File: src/sse_pkg.sv
// Shared constants and types for the sorted set engine.
// Used by the storage cell and by the top level; no dependencies.
package sse_pkg;

   localparam int CAPACITY = 64;
   localparam int KEY_W    = 32;
   localparam int FILL_W   = $clog2(CAPACITY + 1);
   localparam int COUNT_W  = 7;
   localparam int STATUS_W = 2;
   localparam int OP_W     = 2;
   localparam int REQ_DATA_W = 32;
   localparam int RSP_DATA_W = 48;
   localparam int REQ_USER_W = 8;

   localparam logic [OP_W-1:0] REQ_INSERT = 2'd0;
   localparam logic [OP_W-1:0] REQ_DELETE = 2'd1;
   localparam logic [OP_W-1:0] REQ_LOOKUP = 2'd2;

   localparam logic [STATUS_W-1:0] STATUS_DONE      = 2'd0;
   localparam logic [STATUS_W-1:0] STATUS_DUPLICATE = 2'd1;
   localparam logic [STATUS_W-1:0] STATUS_NOT_FOUND = 2'd2;
   localparam logic [STATUS_W-1:0] STATUS_FULL      = 2'd3;

   // Broadcast from the sequencer to every cell.
   typedef struct packed {
      logic             cmp;        // latch compare flags against cmp_value
      logic [KEY_W-1:0] cmp_value;
      logic             ins;        // make room and insert wr_value
      logic             del;        // close the gap at the match
      logic [KEY_W-1:0] wr_value;
   } cell_ctl_type;

endpackage

File: src/sse_cell.sv
// One storage cell of the sorted set engine's key chain.
// Depends on sse_pkg for the key width and the control struct.
module sse_cell (
   input  logic                        clock,
   input  logic                        reset,
   input  sse_pkg::cell_ctl_type       ctl,
   input  logic                        occupied,
   input  logic                        at_fill,
   input  logic                        prev_ge,
   input  logic [sse_pkg::KEY_W-1:0]   prev_key,
   input  logic [sse_pkg::KEY_W-1:0]   next_key,
   output logic [sse_pkg::KEY_W-1:0]   key,
   output logic                        ge,
   output logic                        eq
);
   import sse_pkg::*;

   logic [KEY_W-1:0] key_ff, key_in;
   logic             ge_ff, ge_in;
   logic             eq_ff, eq_in;

   always_comb begin
      ge_in = ge_ff;
      eq_in = eq_ff;
      if (ctl.cmp) begin
         ge_in = occupied && ($signed(key_ff) >= $signed(ctl.cmp_value));
         eq_in = occupied && (key_ff == ctl.cmp_value);
      end
   end

   // The ge flags form a contiguous run up to the fill mark, so a cell
   // whose lower neighbor is at or above the key takes that neighbor's key.
   always_comb begin
      key_in = key_ff;
      if (ctl.ins) begin
         if (prev_ge) begin
            key_in = prev_key;
         end else if (ge_ff || at_fill) begin
            key_in = ctl.wr_value;
         end
      end else if (ctl.del) begin
         if (ge_ff) begin
            key_in = next_key;
         end
      end
   end

   always_ff @(posedge clock) begin
      key_ff <= key_in;
      if (reset) begin
         ge_ff <= 1'b0;
         eq_ff <= 1'b0;
      end else begin
         ge_ff <= ge_in;
         eq_ff <= eq_in;
      end
   end

   assign key = key_ff;
   assign ge  = ge_ff;
   assign eq  = eq_ff;

endmodule

File: config.mk
export PLATFORM = sky130hd
export DESIGN_NAME = sse_cell
export DESIGN_NICKNAME = d
export VERILOG_FILES = /design/src/sse_pkg.sv /design/src/sse_cell.sv
export SDC_FILE = /design/constraint.sdc
export NUM_CORES = 1
export LEC_CHECK = 0
export ABC_AREA = 1
export BUFFER_PORTS_ARGS = -buffer_cell sky130_fd_sc_hd__buf_2
export CORE_UTILIZATION = 44
export CTS_BUF_LIST = sky130_fd_sc_hd__clkbuf_4
export CTS_CLUSTER_DIAMETER = 100
export DETAILED_ROUTE_END_ITERATION = 8
export PLACE_DENSITY = 0.83
export SLEW_MARGIN = 5
export SYNTH_ARGS = -nofsm -noshare
export SYNTH_HDL_FRONTEND = slang
export SYNTH_SLANG_ARGS = --single-unit
File: constraint.sdc
create_clock -name clock -period 2.3 [get_ports clock]
set_input_delay 0.23 -clock clock [delete_from_list [all_inputs] [get_ports clock]]
set_output_delay 0.23 -clock clock [all_outputs]
set_load 0.01 [all_outputs]
=== Word level (Yosys, flattened, before mapping) ===
Cells that the tools add are included.

* Order comparisons: 1
* Eq/ne operators: 2
* Mux-type cells: 5
* Reductions and logical operators: 6

{| class="wikitable"
|+ Operators by type and width
! kind !! number
|-
| 32-bit two-way mux || 5
|-
| 32-bit == test || 1
|-
| 32-bit greater-or-equal comparator || 1
|-
| 2-bit nonzero test || 2
|-
| 3-bit by 1-bit inequality test with 1-bit output, second input constant || 1
|-
| 3-bit AND reduction || 1
|-
| 1-bit logical AND || 2
|-
| 1-bit logical OR || 1
|}

* Register bits: 34
* Bits of input ports: 136
* Output and inout bits: 34
* Word-level logic and storage cells: 17

=== Depth between registers and ports, before layout ===
* Depth after elaboration: 4
* Depth in mapped cells: 17
* Depth with buffers taken out: 17

=== Least setup slack after synthesis ===
No wires, ideal clock.

* Kind: input to register
* From: in prev_ge
* To: reg key_ff[0] (netlist: key[0]), enable pin
* Setup time: 389 ps
* Data arrival time: 1,536 ps
* Required time: 1,911 ps
* Setup slack: 374 ps
* Cell stages on the path: 4
* Buffers on the path: 2
* Cells stage by stage: clkbuf_1 > clkbuf_1 > o21ai_0 > nand2_1

* Word-level cells in the longest chain between the ends: 2

{| class="wikitable"
|+ Ends and longest elaborated chain
! element !! line !! text
|-
| start: declaration || sse_cell.sv:9 || <nowiki>input logic prev_ge,</nowiki>
|-
| 3-bit by 1-bit inequality test with 1-bit output (no line) || n/a ||
|-
| 3-bit AND reduction (no line) || n/a ||
|-
| end signal: assignment || sse_cell.sv:49 || <nowiki>key_ff <= key_in;</nowiki>
|-
| end: declaration || sse_cell.sv:18 || <nowiki>logic [KEY_W-1:0] key_ff, key_in;</nowiki>
|}

No other way between the ends.
A chain may end at the register's enable or synchronous reset.

=== Final worst setup path ===
* From: reg key_ff[31] (netlist: key[31])
* To: reg ge_ff (netlist: ge)

* Word-level cells in the longest chain between the ends: 2

{| class="wikitable"
|+ Ends and longest elaborated chain
! element !! line !! text
|-
| 32-bit greater-or-equal comparator || sse_cell.sv:26 || <nowiki>ge_in = occupied && ($signed(key_ff) >= $signed(ctl.cmp_value));</nowiki>
|-
| 1-bit logical AND || sse_cell.sv:26 ||
|-
| end signal: assignment || sse_cell.sv:54 || <nowiki>ge_ff <= ge_in;</nowiki>
|-
| end: declaration || sse_cell.sv:19 || <nowiki>logic ge_ff, ge_in;</nowiki>
|}

No other way between the ends.

==> impl_metrics.csv <==
group,metric,value,unit
die,die_y,78.54,µm
global_route,gr-total-overflow,0,
yosys,synth_edf_count,32,
power_and_ir_drop,swShare,31.53,%
yosys,yosysSeqAreaShare,38.83,%
sta,fin_ws,653.0,ps
cts,ctsHtreeMaxLevel,2,
drt,via_per_inst,4.957,
die,core_region_area,5574,µm²
cts,cts_root_buf,"clkbuf_4",
sta,max-slew-margin-rel,35.10,%
global_route,track_usage,23.81,%
power_and_ir_drop,p_int,1.105,mW
place,pre_cts_ws,641.8,ps
setup_path,startpoint_type,"register",
yosys,async_flop_share,0,%
drt,dr.pass1.iters,4,
yosys,synth_top_area_share,37.28,%
cells_and_area,finalNetCount,670,
die,dieWidth,78.54,µm
cts,post_cts_buffers,0,
drt,totalWireLength,7269,µm
setup_path,crit_type,"register to register",
setup_path,slowest_delay,440,ps
setup_path,crit_chain,"ha_1, nand2_1, nor2_2, nand2_2, nor2_2, nand2_1, nand2_1, nand2_1, nand2_1, nand2_1, a21oi_2",
yosys,synth.cells.most_frequent,"104 x nand2_1, 42 x nor2_1, 39 x inv_1",
cts,cts_buffer_depth,2,
cells_and_area,diodes,0,
cts,clock_sinks,34,
global_route,antenna_found_initial,0,
drt,drt-initial-drc-count,83,
power_and_ir_drop,comb_power_share,31.6,%
sta,fin_setup_tns,0,ps
yosys,synth_seq_cells,34,
setup_path,required,2580,ps
global_route,grt_pass1_vias,2774,
die,die_area,6168,µm²
cts,clkLatencyLatePin,330,ps
power_and_ir_drop,pwr_density_cell,454.8,nW/µm²
yosys,synthCells,335,
min_path,hold_class,"input port to register",
power_and_ir_drop,ir_worst_vdd,0.0002817,V
drt,wl_met3,462,µm
sta,period_minus_slack,1647,ps
drt,routedWlPerCell,12.64,µm
drt,dr_wl_met2,3826,µm
yosys,synth-main-ff-cell,"edfxtp_1",
yosys,ys_types,26,
sta,slew_violations,0,
cts,hold_buffers,0,
yosys,synth_area_leaders,"edfxtp_1 37%, ha_1 16%, nand2_1 15%",
sta,hold_violations,0,
place,gp_congestion,0.8888,
place,portBuffers,169,
sta,finalSetupViolCount,0,
cts,clk_pin_slew,120,ps
job,drv_cap,0,
sta,skew,17.12,ps
setup_path,arrival,1930,ps
drt,vias,2850,
power_and_ir_drop,p_leak,1.944,nW
place,hpwl,6063,µm
yosys,synthesis.nets,503,
cts,cts_tree,"built",
setup_path,critPathSlowestCell,"edfxtp_1",
power_and_ir_drop,p_switching,509.1,µW
setup_path,cp-end-kind,"register",
yosys,avgSynthCellArea,7.694,µm²
die,top_level_ports,170,
sta,rsz0062_at_grt,"no",
power_and_ir_drop,p_clk_share,20.7,%
sta,worst_slew_pin_slew,972.4,ps
sta,fmax,607.2,MHz
drt,top_layer_used,"met4",
setup_path,critPathMaxFanout,4,
setup_path,crit_path_frequent_cell,"nand2_1",
drt,drc,0,
power_and_ir_drop,seqPwrFrac,47.7,%
sta,post-route-period-util,71.61,%
yosys,synth_top_area_cell,"edfxtp_1",
yosys,yosysWarnings,0,
status,status,"complete, no violations",
global_route,grt_first_pass_wirelength,11630,µm
cts,cts_resized,0,
die,initial_core_util,46.24,%
cells_and_area,fin_util,63.68,%
drt,final_antenna_net_count,0,
yosys,syn-cell-area,2577,µm²
global_route,grt_max_degree,34,
drt,wl_met1,2767,µm
cts,cts_buffers,5,
cells_and_area,final_layout_size_suffix_gt1_share,38.77,%
die,rows,27,
cells_and_area,area_delta_synth_final,37.72,%
yosys,synthMostInstantiatedCell,"nand2_1",
==> layout make-up <==
type / instances / area, µm²
repair buffers: 174 / 883.3
clock buffers: 6 / 45.04
fillers: 493 / 2024
inverters: 44 / 165.2
well taps: 72 / 90.09
multi-input cells: 243 / 1356
flip-flops and latches: 34 / 1001
clock inverters: 2 / 8.758
==> critical path: cells and delay by family (launching register included) <==
| family | cells | cell delay, ps |
|---|---|---|
| adder cells (fa/ha/maj) | 1 | 360 |
| AND/OR/NAND/NOR | 9 | 710 |
| flip-flops | 1 | 440 |
| AO/OA/AOI/OAI | 1 | 100 |
==> routing by layer <==
metal,vias up,GRT usage [%]
met2,131,44.00
met1,1253,25.80
met4,0,10.19
met5,-,0
met3,24,5.233
li1,1442,-
==> cell families (layout without fill, tap and decap cells) <==
| group | after synthesis | count (layout) | share of synthesized area [%] |
|---|---|---|---|
| flip-flops | 34 | 34 | 38.83 |
| adder cells (fa/ha/maj) | 32 | 32 | 15.53 |
| buffers and inverters | 58 | 226 | 8.543 |
| AO/OA/AOI/OAI | 54 | 54 | 12.86 |
| AND/OR/NAND/NOR | 157 | 157 | 24.22 |
==> state kept, by name, summed over array words and instances, names as in the netlist <==
signal / flops
eq: 1
ge: 1
key: 32
==> final timing paths <==
path         slack [ps]  to  cells past startpoint  startpoint
min                  60  ge                      2       reset
max                 650  ge                     11     key[31]
max reg2reg         650  ge                     11     key[31]
min reg2reg         520  eq                      2          eq
==> placed cells by master (no fill, tap or decap), drive strengths merged <==
master and instances:
buf 174, clkinv 3, nor3 1, o21ai 4
clkbuf 6, a31oi 32, edfxtp 32, dfxtp 2
nand4 2, nor2 44, nand2 106, a21oi 16
ha 32, and3 1, o21a 1, nand3 3
inv 43, a21o 1
==> power groups by stage <==
stage | clock network [mW] | logic [mW] | registers [mW]
2_1_floorplan | 0 | 0.256 | 0.806
3_3_place_gp | 0 | 0.491 | 0.779
3_5_place_dp | 0 | 0.511 | 0.784
4_1_cts | 0.343 | 0.513 | 0.770
5_1_grt | 0.373 | 0.574 | 0.774
6_report | 0.335 | 0.510 | 0.769
==> metrics by stage <==
stage / cell area [µm²] / total power, mW / hold WS, ps / std cells
2_1_floorplan: 2577 / 1.062 / 292.4 / 335
3_3_place_gp: 3496 / 1.270 / 418.4 / 567
5_1_grt: 3550 / 1.722 / 38.25 / 575
6_report: 3550 / 1.615 / 56.38 / 575
4_1_cts: 3550 / 1.626 / 46.96 / 575
3_5_place_dp: 3496 / 1.295 / 415.7 / 567
(Power assumes the default switching activity.)
